$ cat src/hw/rtl/tlx_pkg.sv
// ----------------------------------------------------------------------------
// tlx_pkg
// Shared types, codes and keyword table for the token lexer stream.
// ----------------------------------------------------------------------------
package tlx_pkg;

	// text limits
	localparam int MAX_TEXT = 8192;
	localparam int POS_W    = $clog2(MAX_TEXT) + 1;
	localparam int START_W  = 13;
	localparam int LEN_W    = 14;
	localparam int KIND_W   = 3;
	localparam int KW_W     = 4;
	localparam int MODE_W   = 4;
	localparam int WORD_W   = 64;
	localparam int RES_MAX  = 3;

	// result queue
	localparam int Q_DEPTH = 8;
	localparam int Q_AW    = $clog2(Q_DEPTH);
	localparam int Q_CW    = $clog2(Q_DEPTH + 1);
	localparam int Q_ROOM  = Q_DEPTH - RES_MAX;

	// lexer modes
	localparam logic [MODE_W-1:0] M_IDLE    = 4'd0;
	localparam logic [MODE_W-1:0] M_IDENT   = 4'd1;
	localparam logic [MODE_W-1:0] M_INT     = 4'd2;
	localparam logic [MODE_W-1:0] M_MINUS   = 4'd3;
	localparam logic [MODE_W-1:0] M_SLASH   = 4'd4;
	localparam logic [MODE_W-1:0] M_COMMENT = 4'd5;
	localparam logic [MODE_W-1:0] M_STR     = 4'd6;
	localparam logic [MODE_W-1:0] M_EQ      = 4'd7;
	localparam logic [MODE_W-1:0] M_BANG    = 4'd8;

	// token kinds
	localparam logic [KIND_W-1:0] K_STR   = 3'd0;
	localparam logic [KIND_W-1:0] K_INT   = 3'd1;
	localparam logic [KIND_W-1:0] K_SYM   = 3'd2;
	localparam logic [KIND_W-1:0] K_KW    = 3'd3;
	localparam logic [KIND_W-1:0] K_IDENT = 3'd4;
	localparam logic [KIND_W-1:0] K_END   = 3'd5;
	localparam logic [KIND_W-1:0] K_ERR   = 3'd6;

	localparam logic [KW_W-1:0] KW_NONE = 4'd0;

	// source characters
	localparam logic [7:0] CH_SPACE = 8'h20;
	localparam logic [7:0] CH_NL    = 8'h0a;
	localparam logic [7:0] CH_SLASH = 8'h2f;
	localparam logic [7:0] CH_QUOTE = 8'h22;
	localparam logic [7:0] CH_MINUS = 8'h2d;
	localparam logic [7:0] CH_EQ    = 8'h3d;
	localparam logic [7:0] CH_BANG  = 8'h21;
	localparam logic [7:0] CH_SEMI  = 8'h3b;
	localparam logic [7:0] CH_LPAR  = 8'h28;
	localparam logic [7:0] CH_RPAR  = 8'h29;
	localparam logic [7:0] CH_LBRC  = 8'h7b;
	localparam logic [7:0] CH_RBRC  = 8'h7d;
	localparam logic [7:0] CH_COMMA = 8'h2c;
	localparam logic [7:0] CH_PLUS  = 8'h2b;
	localparam logic [7:0] CH_STAR  = 8'h2a;
	localparam logic [7:0] CH_UNDER = 8'h5f;

	// keywords, first byte in the lowest bits, zero padded
	localparam int N_KW = 9;
	localparam logic [WORD_W-1:0] KW_WORD [N_KW] = '{
		64'h0000_0000_0074_6573,  // set
		64'h0000_0000_6c6c_6163,  // call
		64'h7465_735f_6c6c_6163,  // call, underscore, set
		64'h0000_6e72_7574_6572,  // return
		64'h0000_0065_6c69_6877,  // while
		64'h0000_0000_6573_6163,  // case
		64'h0000_0000_0072_6176,  // var
		64'h0000_0000_636e_7566,  // func
		64'h0000_0000_746d_635f   // _cmt
	};
	localparam logic [LEN_W-1:0] KW_LEN [N_KW] = '{
		14'd3, 14'd4, 14'd8, 14'd6, 14'd5, 14'd4, 14'd3, 14'd4, 14'd4
	};

	// one result item
	typedef struct packed {
		logic [KIND_W-1:0]  kind;
		logic [START_W-1:0] start_res;
		logic [LEN_W-1:0]   length;
		logic [KW_W-1:0]    keyword;
	} res_t;

	// results of one byte
	typedef struct packed {
		logic [1:0]             n;
		res_t [RES_MAX-1:0]     r;
	} step_out_t;

	// lexer state
	typedef struct packed {
		logic [MODE_W-1:0]  mode;
		logic [POS_W-1:0]   pos;
		logic [START_W-1:0] ts;
		logic [LEN_W-1:0]   tl;
		logic [WORD_W-1:0]  wb;
		logic               halted;
	} lex_state_t;

	function automatic logic is_digit(input logic [7:0] c);
		return (c >= 8'h30) && (c <= 8'h39);
	endfunction

	function automatic logic is_lower(input logic [7:0] c);
		return ((c >= 8'h61) && (c <= 8'h7a)) || (c == CH_UNDER);
	endfunction

	function automatic logic is_word(input logic [7:0] c);
		return is_lower(c) || is_digit(c);
	endfunction

	// keyword code of a buffered word, none when no exact match
	function automatic logic [KW_W-1:0] kw_code(input logic [LEN_W-1:0] tl,
		input logic [WORD_W-1:0] wb);
		logic [KW_W-1:0] code;
		code = KW_NONE;
		for (int k = 0; k < N_KW; k++) begin
			if ((tl == KW_LEN[k]) && (wb == KW_WORD[k]))
				code = KW_W'(k + 1);
		end
		return code;
	endfunction

	function automatic res_t mk_res(input logic [KIND_W-1:0] kind,
		input logic [START_W-1:0] start, input logic [LEN_W-1:0] len,
		input logic [KW_W-1:0] kw);
		res_t r;
		r.kind      = kind;
		r.start_res = start;
		r.length    = len;
		r.keyword   = kw;
		return r;
	endfunction

endpackage

$ cat src/hw/rtl/tlx_step.sv
// ----------------------------------------------------------------------------
// tlx_step
// Next lexer state and up to three result items for one source byte.
// ----------------------------------------------------------------------------
module tlx_step (
	input  logic [7:0]          ch,
	input  logic                last,
	input  tlx_pkg::lex_state_t st,
	output tlx_pkg::lex_state_t nxt,
	output tlx_pkg::step_out_t  res
);
	import tlx_pkg::*;

	lex_state_t       s;
	logic [1:0]       n;
	res_t [RES_MAX-1:0] r;
	logic             start_new;
	logic [KW_W-1:0]  kw_old;
	logic [KW_W-1:0]  kw_new;
	logic [START_W-1:0] p;

	assign kw_old = kw_code(st.tl, st.wb);
	assign p      = st.pos[START_W-1:0];

	// one byte through the mode logic, then the end of text
	always_comb begin
		s         = st;
		n         = 2'd0;
		r         = '0;
		start_new = 1'b0;
		kw_new    = KW_NONE;
		if (!st.halted) begin
			if (st.pos >= POS_W'(MAX_TEXT)) begin
				// text too long
				r[n]     = mk_res(K_ERR, START_W'(MAX_TEXT - 1), '0, KW_NONE);
				n        = n + 2'd1;
				s.halted = 1'b1;
				s.mode   = M_IDLE;
			end else begin
				s.pos = st.pos + POS_W'(1);
				// continue or close the open token
				case (st.mode)
					M_IDENT: begin
						if (is_word(ch)) begin
							if (st.tl < LEN_W'(8))
								s.wb[{st.tl[2:0], 3'b000} +: 8] = ch;
							s.tl = st.tl + LEN_W'(1);
						end else begin
							r[n] = mk_res((kw_old != KW_NONE) ? K_KW : K_IDENT,
								st.ts, st.tl, kw_old);
							n         = n + 2'd1;
							s.mode    = M_IDLE;
							start_new = 1'b1;
						end
					end
					M_INT: begin
						if (is_digit(ch)) begin
							s.tl = st.tl + LEN_W'(1);
						end else begin
							r[n]      = mk_res(K_INT, st.ts, st.tl, KW_NONE);
							n         = n + 2'd1;
							s.mode    = M_IDLE;
							start_new = 1'b1;
						end
					end
					M_MINUS: begin
						if (is_digit(ch)) begin
							s.tl   = st.tl + LEN_W'(1);
							s.mode = M_INT;
						end else begin
							r[n]     = mk_res(K_ERR, st.ts, LEN_W'(1), KW_NONE);
							n        = n + 2'd1;
							s.halted = 1'b1;
							s.mode   = M_IDLE;
						end
					end
					M_SLASH: begin
						if (ch == CH_SLASH) begin
							s.mode = M_COMMENT;
						end else begin
							r[n]     = mk_res(K_ERR, st.ts, LEN_W'(1), KW_NONE);
							n        = n + 2'd1;
							s.halted = 1'b1;
							s.mode   = M_IDLE;
						end
					end
					M_COMMENT: begin
						if (ch == CH_NL)
							s.mode = M_IDLE;
					end
					M_STR: begin
						if (ch == CH_QUOTE) begin
							r[n]   = mk_res(K_STR, st.ts, st.tl, KW_NONE);
							n      = n + 2'd1;
							s.mode = M_IDLE;
						end else begin
							s.tl = st.tl + LEN_W'(1);
						end
					end
					M_EQ: begin
						if (ch == CH_EQ) begin
							r[n] = mk_res(K_SYM, st.ts, LEN_W'(2), KW_NONE);
						end else begin
							r[n]      = mk_res(K_SYM, st.ts, LEN_W'(1), KW_NONE);
							start_new = 1'b1;
						end
						n      = n + 2'd1;
						s.mode = M_IDLE;
					end
					M_BANG: begin
						if (ch == CH_EQ) begin
							r[n]   = mk_res(K_SYM, st.ts, LEN_W'(2), KW_NONE);
							s.mode = M_IDLE;
						end else begin
							r[n]     = mk_res(K_ERR, st.ts, LEN_W'(1), KW_NONE);
							s.halted = 1'b1;
							s.mode   = M_IDLE;
						end
						n = n + 2'd1;
					end
					default: begin
						s.mode    = M_IDLE;
						start_new = 1'b1;
					end
				endcase

				// open a new token on this byte
				if (start_new && (ch != CH_SPACE) && (ch != CH_NL)) begin
					s.ts = p;
					s.tl = LEN_W'(1);
					case (ch)
						CH_SLASH: s.mode = M_SLASH;
						CH_QUOTE: begin
							s.mode = M_STR;
							s.ts   = p + START_W'(1);
							s.tl   = '0;
						end
						CH_MINUS: s.mode = M_MINUS;
						CH_EQ:    s.mode = M_EQ;
						CH_BANG:  s.mode = M_BANG;
						CH_SEMI, CH_LPAR, CH_RPAR, CH_LBRC, CH_RBRC,
						CH_COMMA, CH_PLUS, CH_STAR: begin
							r[n] = mk_res(K_SYM, p, LEN_W'(1), KW_NONE);
							n    = n + 2'd1;
						end
						default: begin
							if (is_digit(ch)) begin
								s.mode = M_INT;
							end else if (is_lower(ch)) begin
								s.mode = M_IDENT;
								s.wb   = {{(WORD_W-8){1'b0}}, ch};
							end else begin
								// stray byte
								r[n]     = mk_res(K_ERR, p, LEN_W'(1), KW_NONE);
								n        = n + 2'd1;
								s.halted = 1'b1;
								s.mode   = M_IDLE;
							end
						end
					endcase
				end

				// end of text: close the pending token, then the end item
				if (last && !s.halted) begin
					kw_new = kw_code(s.tl, s.wb);
					case (s.mode)
						M_IDENT: begin
							r[n] = mk_res((kw_new != KW_NONE) ? K_KW : K_IDENT,
								s.ts, s.tl, kw_new);
							n = n + 2'd1;
						end
						M_INT: begin
							r[n] = mk_res(K_INT, s.ts, s.tl, KW_NONE);
							n    = n + 2'd1;
						end
						M_MINUS, M_SLASH, M_BANG: begin
							r[n]     = mk_res(K_ERR, s.ts, LEN_W'(1), KW_NONE);
							n        = n + 2'd1;
							s.halted = 1'b1;
						end
						M_STR: begin
							// unterminated string, from the opening quote
							r[n] = mk_res(K_ERR, s.ts - START_W'(1), s.tl + LEN_W'(1),
								KW_NONE);
							n        = n + 2'd1;
							s.halted = 1'b1;
						end
						M_EQ: begin
							r[n] = mk_res(K_SYM, s.ts, LEN_W'(1), KW_NONE);
							n    = n + 2'd1;
						end
						default: ;
					endcase
					s.mode = M_IDLE;
					if (!s.halted) begin
						r[n] = mk_res(K_END, '0, LEN_W'(s.pos), KW_NONE);
						n    = n + 2'd1;
						s.pos = '0;
						s.ts  = '0;
						s.tl  = '0;
						s.wb  = '0;
					end
				end
			end
		end
		nxt   = s;
		res.n = n;
		res.r = r;
	end

endmodule

$ cat src/hw/rtl/tlx_outq.sv
// ----------------------------------------------------------------------------
// tlx_outq
// Result queue: up to three items in at once, one out per cycle on out_ready.
// ----------------------------------------------------------------------------
module tlx_outq (
	input  logic               clk,
	input  logic               arst_n,
	input  logic               push,
	input  tlx_pkg::step_out_t din,
	output logic               room,
	output logic               out_valid,
	input  logic               out_ready,
	output tlx_pkg::res_t      out_res,
	output logic               out_last
);
	import tlx_pkg::*;

	res_t            mem_q  [Q_DEPTH];
	logic            last_q [Q_DEPTH];
	logic [Q_AW-1:0] wr_q;
	logic [Q_AW-1:0] rd_q;
	logic [Q_CW-1:0] cnt_q;
	logic            pop;
	logic [1:0]      n_push;

	assign pop       = out_valid && out_ready;
	assign out_valid = (cnt_q != '0);
	assign out_res   = mem_q[rd_q];
	assign out_last  = last_q[rd_q];
	assign room      = (cnt_q <= Q_CW'(Q_ROOM));
	assign n_push    = push ? din.n : 2'd0;

	// entry storage
	always_ff @(posedge clk) begin
		for (int i = 0; i < RES_MAX; i++) begin
			if (push && (2'(i) < din.n)) begin
				mem_q[wr_q + Q_AW'(i)]  <= din.r[i];
				last_q[wr_q + Q_AW'(i)] <= (2'(i) == din.n - 2'd1);
			end
		end
	end

	// pointers and fill count
	always_ff @(posedge clk or negedge arst_n) begin
		if (!arst_n) begin
			wr_q  <= '0;
			rd_q  <= '0;
			cnt_q <= '0;
		end else begin
			wr_q  <= wr_q + Q_AW'(n_push);
			if (pop)
				rd_q <= rd_q + Q_AW'(1);
			cnt_q <= cnt_q + Q_CW'(n_push) - Q_CW'(pop);
		end
	end

endmodule

$ cat src/hw/rtl/token_lexer_stream.sv
// ----------------------------------------------------------------------------
// token_lexer_stream
// Streaming lexer: source bytes in, token descriptors out.
//
// channel  dir  data                                         user      last
// s_axis   in   ch[7:0]                                      -         end_of_text
// m_axis   out  start_res[12:0] length[26:13] keyword[30:27]  kind[2:0] last_of_run
//
// A byte is registered on acceptance and lexed from that register once the
// queue has room; its results are written into an eight-entry queue and shown
// from there. One byte per cycle is taken while the queue holds at most five
// items; the queue drains one item per cycle while m_axis_tready is high, so
// bytes that give several results hold off the input for as long. Reset
// clears the lexer state, the input stage and the queue. After an error item
// the block keeps taking bytes and drops them until reset.
// ----------------------------------------------------------------------------
module token_lexer_stream (
	input  logic        clk,
	input  logic        arst_n,
	input  logic        s_axis_tvalid,
	output logic        s_axis_tready,
	input  logic [7:0]  s_axis_tdata,   // ch
	input  logic        s_axis_tlast,
	output logic        m_axis_tvalid,
	input  logic        m_axis_tready,
	output logic [31:0] m_axis_tdata,   // start_res, length, keyword, zero pad
	output logic [2:0]  m_axis_tuser,   // kind
	output logic        m_axis_tlast
);
	import tlx_pkg::*;

	logic       valid_s1;
	logic [7:0] ch_s1;
	logic       last_s1;
	lex_state_t st_q;
	lex_state_t st_nxt;
	step_out_t  step_res;
	logic       room;
	logic       go;
	res_t       out_res;

	assign go            = valid_s1 && room;
	assign s_axis_tready = !valid_s1 || go;

	// input stage
	always_ff @(posedge clk or negedge arst_n) begin
		if (!arst_n) begin
			valid_s1 <= 1'b0;
		end else if (s_axis_tready) begin
			valid_s1 <= s_axis_tvalid;
		end
	end

	always_ff @(posedge clk) begin
		if (s_axis_tready && s_axis_tvalid) begin
			ch_s1   <= s_axis_tdata;
			last_s1 <= s_axis_tlast;
		end
	end

	// lexer state, idle mode is code zero
	always_ff @(posedge clk or negedge arst_n) begin
		if (!arst_n) begin
			st_q <= '0;
		end else if (go) begin
			st_q <= st_nxt;
		end
	end

	tlx_step u_step (
		.ch   (ch_s1),
		.last (last_s1),
		.st   (st_q),
		.nxt  (st_nxt),
		.res  (step_res)
	);

	tlx_outq u_outq (
		.clk       (clk),
		.arst_n    (arst_n),
		.push      (go),
		.din       (step_res),
		.room      (room),
		.out_valid (m_axis_tvalid),
		.out_ready (m_axis_tready),
		.out_res   (out_res),
		.out_last  (m_axis_tlast)
	);

	// output packing
	assign m_axis_tdata = {1'b0, out_res.keyword, out_res.length, out_res.start_res};
	assign m_axis_tuser = out_res.kind;

endmodule
$ cat config.mk
export PLATFORM = sky130hd
export DESIGN_NAME = token_lexer_stream
export DESIGN_NICKNAME = d
export VERILOG_FILES = /design/src/hw/rtl/tlx_pkg.sv /design/src/hw/rtl/tlx_step.sv /design/src/hw/rtl/tlx_outq.sv /design/src/hw/rtl/token_lexer_stream.sv
export SDC_FILE = /design/constraint.sdc
export NUM_CORES = 1
export LEC_CHECK = 0
export BUFFER_PORTS_ARGS = -buffer_cell sky130_fd_sc_hd__buf_4
export CAP_MARGIN = 20
export CORE_ASPECT_RATIO = 1.4
export CORE_UTILIZATION = 45
export DETAILED_ROUTE_END_ITERATION = 10
export PLACE_DENSITY = 0.62
export SLEW_MARGIN = 20
export SYNTH_ARGS = -nofsm -noshare
export SYNTH_HDL_FRONTEND = slang
export SYNTH_SLANG_ARGS = --single-unit
$ cat constraint.sdc
create_clock -name clk -period 10.1 [get_ports clk]
set_input_delay 1.01 -clock clk [delete_from_list [all_inputs] [get_ports clk]]
set_output_delay 1.01 -clock clk [all_outputs]
set_load 0.02 [all_outputs]
==> results of run 1 <==
kinds of logic (layout without fill, tap and decap cells):
logic type               count (synthesis)  count (layout)
AO/OA/AOI/OAI                          882             882
XOR/XNOR                                74              74
adder cells (fa/ha/maj)                 35              35
buffers and inverters                  290             270
flip-flops                             410             410
multiplexers                           167             167
other                                    1               1
AND/OR/NAND/NOR                       1122            1122
state kept, by name (all words and copies together), names as in the netlist:
signal,flops
valid_s1,1
ch_s1,8
last_s1,1
st_q,110
u_outq.rd_q,3
u_outq.wr_q,3
u_outq.last_q,8
u_outq.cnt_q,4
u_outq.mem_q,272
synthesized netlist by cell type (all sizes together) (42+ instances only):
master,instances,area [um2]
inv,53,199
xnor2,51,447
mux4,70,1580
a22oi,56,420
o21ai,166,835
o221ai,158,1390
o31ai,60,490
buf,100,522
mux2,48,541
nor3,81,507
nand2,490,1850
clkbuf,135,507
a22o,53,464
dfrtp,121,3030
o22ai,42,263
mux2i,49,490
nand3,96,490
nor2,165,657
a21oi,88,448
edfxtp,289,8680
final cells by class:
type | count | area (um2)
inverters | 55 | 206
repair buffers | 136 | 1040
well taps | 832 | 1040
clock inverters | 25 | 243
clock buffers | 54 | 1150
flip-flops and latches | 410 | 11700
fillers | 5877 | 31800
multi-input cells | 2281 | 16100
how the worst min path moves through the flow:
stage                                      end                  from  cells past startpoint  slack [ns]
final                     st_q[23]$_DFFE_PN0P_                arst_n                      1        0.46
after global routing      st_q[23]$_DFFE_PN0P_                arst_n                      1        0.51
after CTS                  st_q[5]$_DFFE_PN0P_                arst_n                      1        0.47
after detailed placement  st_q[24]$_DFFE_PN0P_  st_q[24]$_DFFE_PN0P_                      1        0.46
after global placement    st_q[64]$_DFFE_PN0P_  st_q[64]$_DFFE_PN0P_                      1        0.46
after floorplan           st_q[50]$_DFFE_PN0P_  st_q[50]$_DFFE_PN0P_                      2        0.44
power groups by stage:
stage               clock [mW]  sequential [mW]  combinational, mW
global placement             0             2.08               2.74
floorplan                    0             1.91               1.90
finish                    1.63             2.05               2.80
detailed placement           0             2.08               2.73
CTS                       1.64             2.05               2.74
global route              1.70             2.06               2.94
worst reg2reg max path, delay by kind of cell, from the launching register on:
| family | cells | cell delay, ns |
|---|---|---|
| flops | 1 | 0.64 |
| simple gates | 7 | 1.77 |
| fa+ha+maj | 3 | 0.83 |
| buf+inv | 5 | 1.26 |
| compound gates | 9 | 3.47 |
per-layer routing:
layer | GRT usage (%) | wire length, um | share of wire (%) | up-vias
li1 | - | - | - | 11500
met3 | 7.36 | 10800 | 8.4 | 629
met2 | 66.3 | 62500 | 48 | 1884
met4 | 33.7 | 12800 | 9.9 | 2
met5 | 0 | 10 | 0.0078 | -
met1 | 41.9 | 42900 | 33 | 13400
==> results.yml, run 1 <==
synth:
  async_flop_share_pct: 29.5
  ys.flop_type: "edfxtp_1"
  ys_seq_area_share_pct: 40.5
  yosysWarnings: 0
  synthesis.nets: 3029
  synth_xor_area_share_pct: 2.24
  synth_cell_types: 114
  synth_mux_area_share_pct: 9.03
  synth_fa_ha_area_share_pct: 1.57
  synth.avg_cell_area_um2: 9.69
  synthesis.area_mm2: 0.0289
  ys_seq_elements: 410
  synth_simple_gate_area_share_pct: 19.4
  synth_top_family_by_area: "compound AO/OA/AOI/OAI gates"
  postSynthCellCount: 2981
  synth_compound_area_share_pct: 23.0
  synth_edf_count: 289
route:
  drtIter0Drc: 3465
  vias_per_cell: 7.23
  first_pass_iters: 8
  post_drt_wl_per_cell_um: 34.0
  vias: 27400
  drtAntennaViolNets: 0
  drc_errors: 0
  wl_um: 129000
power_and_ir_drop:
  switching_share_pct: 43.3
  finalPower_mw: 6.49
  p_seq_share_pct: 31.6
  pwr-share-clk_pct: 25.2
  p_int_mw: 3.68
  irDropWorstVdd_mv: 0.211
  pwr_density_cell_mw_per_mm2: 206
  leakage_nw: 10.9
  p_comb_share_pct: 43.2
  p_sw_mw: 2.81
timing:
  rsz0062_at_grt: "no"
  fin_skew_ns: 0.0344
  setup-violations-final: 0
  drv_slew: 0
  fmax_mhz: 121
  slew_headroom_pct: 16.0
  finalCritPeriodShare_pct: 81.7
  worstMarginPinSlew_ns: 1.25
  timing.final.ws_setup_ns: 1.85
  hold_ws_ns: 0.462
  min_period_ns: 8.25
  fin_setup_tns_ns: 0
  finalHoldViolations: 0
worst_setup_path:
  cp.depth: 24
  slowest_delay_ns: 0.86
  endpoint_kind: "flip-flop"
  startpoint_type: "flip-flop"
  crit_slowest_cell: "or3_1"
  path_cells: "buf_4, nor2b_1, o31ai_1, a21o_1, a21oi_1, nand2_1, buf_4, ha_1, inv_1, o21bai_1, a21oi_1, ha_1, nand3_1, o21ai_0, nor2b_1, ha_1, nor2_1, o2111ai_1, o311ai_4, and2_1, inv_2, or3_1, o21ai_4, buf_4"
  r2r_end: "u_outq.mem_q[5][13]$_DFFE_PP_"
  r2r_slack_ns: 1.85
  crit_path_max_fanout: 24
  worstSetupPathType: "reg2reg"
  crit_end: "u_outq.mem_q[5][13]$_DFFE_PP_"
  path_buf_inv: 5
  r2r-start: "ch_s1[1]$_DFFE_PP_"
  cp_top_family: "compound AO/OA/AOI/OAI gates"
  crit_start: "ch_s1[1]$_DFFE_PP_"
  cp.arrival_ns: 8.57
  reg2regPathDepth: 24
  cp_data_required_time_ns: 10.42
place:
  dpl_worst_slack_ns: 1.99
  io_buffers: 49
  place_area_mm2: 0.0301
  dp_cells: 3713
  place_hpwl_um: 92500
  gp_congestion: 1.04
status:
  run_status: "complete, no violations"
clock_network:
  hold_buffers: 0
  cts_buffer_depth: 3
  cts-root-buf: "clkbuf_16"
  cts_resized: 0
  cts_tree: "done"
  cts.htree.levels: 2
  clock_sinks: 410
  cts_setup_buffers: 0
  clk_latency_ns: 0.63
  cts_made_buffers: 43
  clk_pin_slew_worst_paths_ns: 0.06
finish:
  final_cell_mix: "485 x nand2_1, 289 x edfxtp_1, 157 x o221ai_1"
  final_area_mm2: 0.0315
  syn2layout_area_growth_pct: 9.15
  drive_gt1_share_pct: 15.2
  final_util_pct: 49.8
  diodes: 0
  final_nets: 2975
  final_common_cell: "nand2_1"
  layout.cells.non_filler: 3793
floorplan:
  fp-row-count: 109
  die_w_um: 216
  die-area_mm2: 0.0652
  pin_count: 51
  core_mm2: 0.0633
  start_util_pct: 45.6
  die_y_um: 302
global_routing:
  grt_max_degree: 76
  grt_pass1_vias: 27000
  overflow: 0
  grt_antenna_before_repair: 1
  grt_pass1_wl_um: 186000
  track_usage_pct: 39.1
job:
  max_cap_violations: 0
worst_hold_path:
  min_path_type: "in2async"
Power figures use the tool's default switching activity.
==> run 2: changes to the inputs <==
--- a/config.mk
+++ b/config.mk
@@ -10,7 +10,7 @@
 export CORE_ASPECT_RATIO = 1.4
 export CORE_UTILIZATION = 45
 export DETAILED_ROUTE_END_ITERATION = 10
-export PLACE_DENSITY = 0.62
+export PLACE_DENSITY = 0.65
 export SLEW_MARGIN = 20
 export SYNTH_ARGS = -nofsm -noshare
 export SYNTH_HDL_FRONTEND = slang
==> constraint.sdc (replaced) <==
create_clock -name clk -period 7.5 [get_ports clk]
set_input_delay 0.75 -clock clk [delete_from_list [all_inputs] [get_ports clk]]
set_output_delay 0.75 -clock clk [all_outputs]
set_load 0.02 [all_outputs]
==> results.yml, run 2 (synthesis results as in run 1) <==
power_and_ir_drop:
  leakage_nw: 11.5
  p_comb_share_pct: 44.8
  p_seq_share_pct: 29.3
  irDropWorstVdd_mv: 0.362
  pwr-share-clk_pct: 25.9
  switching_share_pct: 43.1
  pwr_density_cell_mw_per_mm2: 282
  p_int_mw: 5.23
  p_sw_mw: 3.96
finish:
  largest_reg_flops: 272
  final_nets: 3074
  fillers: 5764
  final_cell_mix: "486 x nand2_1, 289 x edfxtp_1, 212 x buf_4"
  final_util_pct: 51.6
  syn2layout_area_growth_pct: 13.0
  regMostFlops: "u_outq.mem_q"
  final_common_cell: "nand2_1"
  reg_top3: "u_outq.mem_q (272), st_q (110)"
  final_area_mm2: 0.0326
  drive_gt1_share_pct: 18.0
worst_setup_path:
  slowest_delay_ns: 0.77
  crit_slowest_cell: "o21ai_1"
  startpoint_type: "flip-flop"
  cp.arrival_ns: 7.24
  r2r_slack_ns: 0.68
  r2r-start: "ch_s1[3]$_DFFE_PP_"
  endpoint_kind: "flip-flop"
  worstSetupPathType: "reg2reg"
  path_cells: "buf_4, o21ba_2, o31ai_1, a21o_1, buf_4, nand2_1, clkinv_1, ha_1, nor4b_1, a21oi_1, o22ai_1, nor2_1, a21oi_1, buf_4, ha_1, nand4_1, nor4b_1, a31oi_1, o21ai_1, nand2_1, o31ai_1, nand3_1, o31ai_1"
  crit_path_max_fanout: 22
  cp_data_required_time_ns: 7.92
  r2r_end: "u_outq.mem_q[2][2]$_DFFE_PP_"
  crit_start: "ch_s1[3]$_DFFE_PP_"
  crit_end: "u_outq.mem_q[2][2]$_DFFE_PP_"
  reg2regPathDepth: 23
clock_network:
  cts-root-buf: "clkbuf_16"
  cts_setup_buffers: 0
  cts_tree: "done"
  clock_sinks: 410
  clk_pin_slew_worst_paths_ns: 0.06
  clk_latency_ns: 0.65
  cts_resized: 0
  cts.htree.levels: 2
  cts_buffer_depth: 3
  cts_made_buffers: 44
  hold_buffers: 0
route:
  vias: 27800
  wl_um: 132000
  first_pass_iters: 9
  post_drt_wl_per_cell_um: 34.0
  drc_errors: 0
  vias_per_cell: 7.15
  drtAntennaViolNets: 0
  drtIter0Drc: 3534
timing:
  setup-violations-final: 0
  fmax_mhz: 147
  drv_slew: 0
  finalCritPeriodShare_pct: 90.9
  rsz0062_at_grt: "no"
  worstMarginPinSlew_ns: 1.30
  slew_headroom_pct: 12.8
  fin_skew_ns: 0.0273
  min_period_ns: 6.82
  finalHoldViolations: 0
place:
  io_buffers: 49
  gp_congestion: 1.03
  place_hpwl_um: 96400
  place_area_mm2: 0.0311
floorplan:
  die-area_mm2: 0.0652
  core_mm2: 0.0633
  pin_count: 51
  fp-row-count: 109
  die_w_um: 216
  start_util_pct: 45.6
  die_y_um: 302
worst_hold_path:
  min_path_type: "in2async"
status:
  run_status: "complete, no violations"
job:
  max_cap_violations: 0
global_routing:
  grt_antenna_before_repair: 2
  track_usage_pct: 40.5
  grt_pass1_vias: 27900
  grt_pass1_wl_um: 192000
  grt_max_degree: 67
  overflow: 0
run 2: cell count changes in the layout (fill, tap and decap cells not counted), sizes merged:
| cell | previous run | this run |
|---|---|---|
| diode | 0 | 3 |
| inv | 55 | 57 |
| buf | 136 | 234 |
| clkbuf | 54 | 50 |
| bufinv | 2 | 7 |
| clkinv | 17 | 20 |
| clkinvlp | 6 | 3 |
run 2: worst min-delay path by stage:
stage                         startpoint                   end  slack [ns]  cells after the start
finish                            arst_n  st_q[16]$_DFFE_PN0P_        0.24                      1
global route             s_axis_tdata[5]    ch_s1[5]$_DFFE_PP_        0.27                      1
CTS                               arst_n   st_q[8]$_DFFE_PN0P_        0.28                      1
detailed placement  st_q[56]$_DFFE_PN0P_  st_q[56]$_DFFE_PN0P_        0.47                      1
global placement    st_q[56]$_DFFE_PN0P_  st_q[56]$_DFFE_PN0P_        0.46                      1
floorplan           st_q[50]$_DFFE_PN0P_  st_q[50]$_DFFE_PN0P_        0.44                      2
run 2: worst max-delay path, delay by kind of cell, from the launching register on:
kind | cells | cell delay [ns]
fa+ha+maj | 2 | 0.47
simple gates | 7 | 1.81
buf+inv | 4 | 0.92
flops | 1 | 0.60
compound gates | 10 | 2.78
run 2: area by class of cell:
type,instances,area [um2],share of cell area (%)
clock inverters,32,413,1.27
inverters,55,206,0.633
diodes,3,7.51,0.0230
multi-input cells,2281,16100,49.3
clock buffers,50,1120,3.44
well taps,832,1040,3.19
flip-flops and latches,410,11700,35.9
repair buffers,234,2030,6.23
run 2: power by group through the flow:
stage                     sequential [mW]  clock, mW  combinational [mW]
final                                2.69       2.38                4.12
after global routing                 2.70       2.48                4.31
after CTS                            2.68       2.40                4.02
after detailed placement             2.73          0                4.01
after global placement               2.73          0                4.00
after floorplan                      2.57          0                2.56
run 2: metrics by stage:
stage	setup TNS [ns]	std cells	power (mW)	hold slack [ns]	setup slack [ns]
after CTS	0	3894	9.10	0.277	0.858
after detailed placement	0	3812	6.74	0.467	0.916
final	0	3897	9.19	0.245	0.680
after global placement	0	3812	6.73	0.460	0.884
after global routing	0	3894	9.50	0.270	0.443
after floorplan	-113.99	2981	5.14	0.442	-0.546
run 2: per-layer routing:
metal | routed length, um | up-vias | part of all wire (%) | GRT usage [%]
li1 | - | 11700 | - | -
met1 | 43000 | 13600 | 32 | 42.7
met2 | 63900 | 1905 | 48 | 68.7
met3 | 11500 | 634 | 8.7 | 8.19
met4 | 14000 | 2 | 11 | 36.3
met5 | 13 | - | 0.0098 | 0
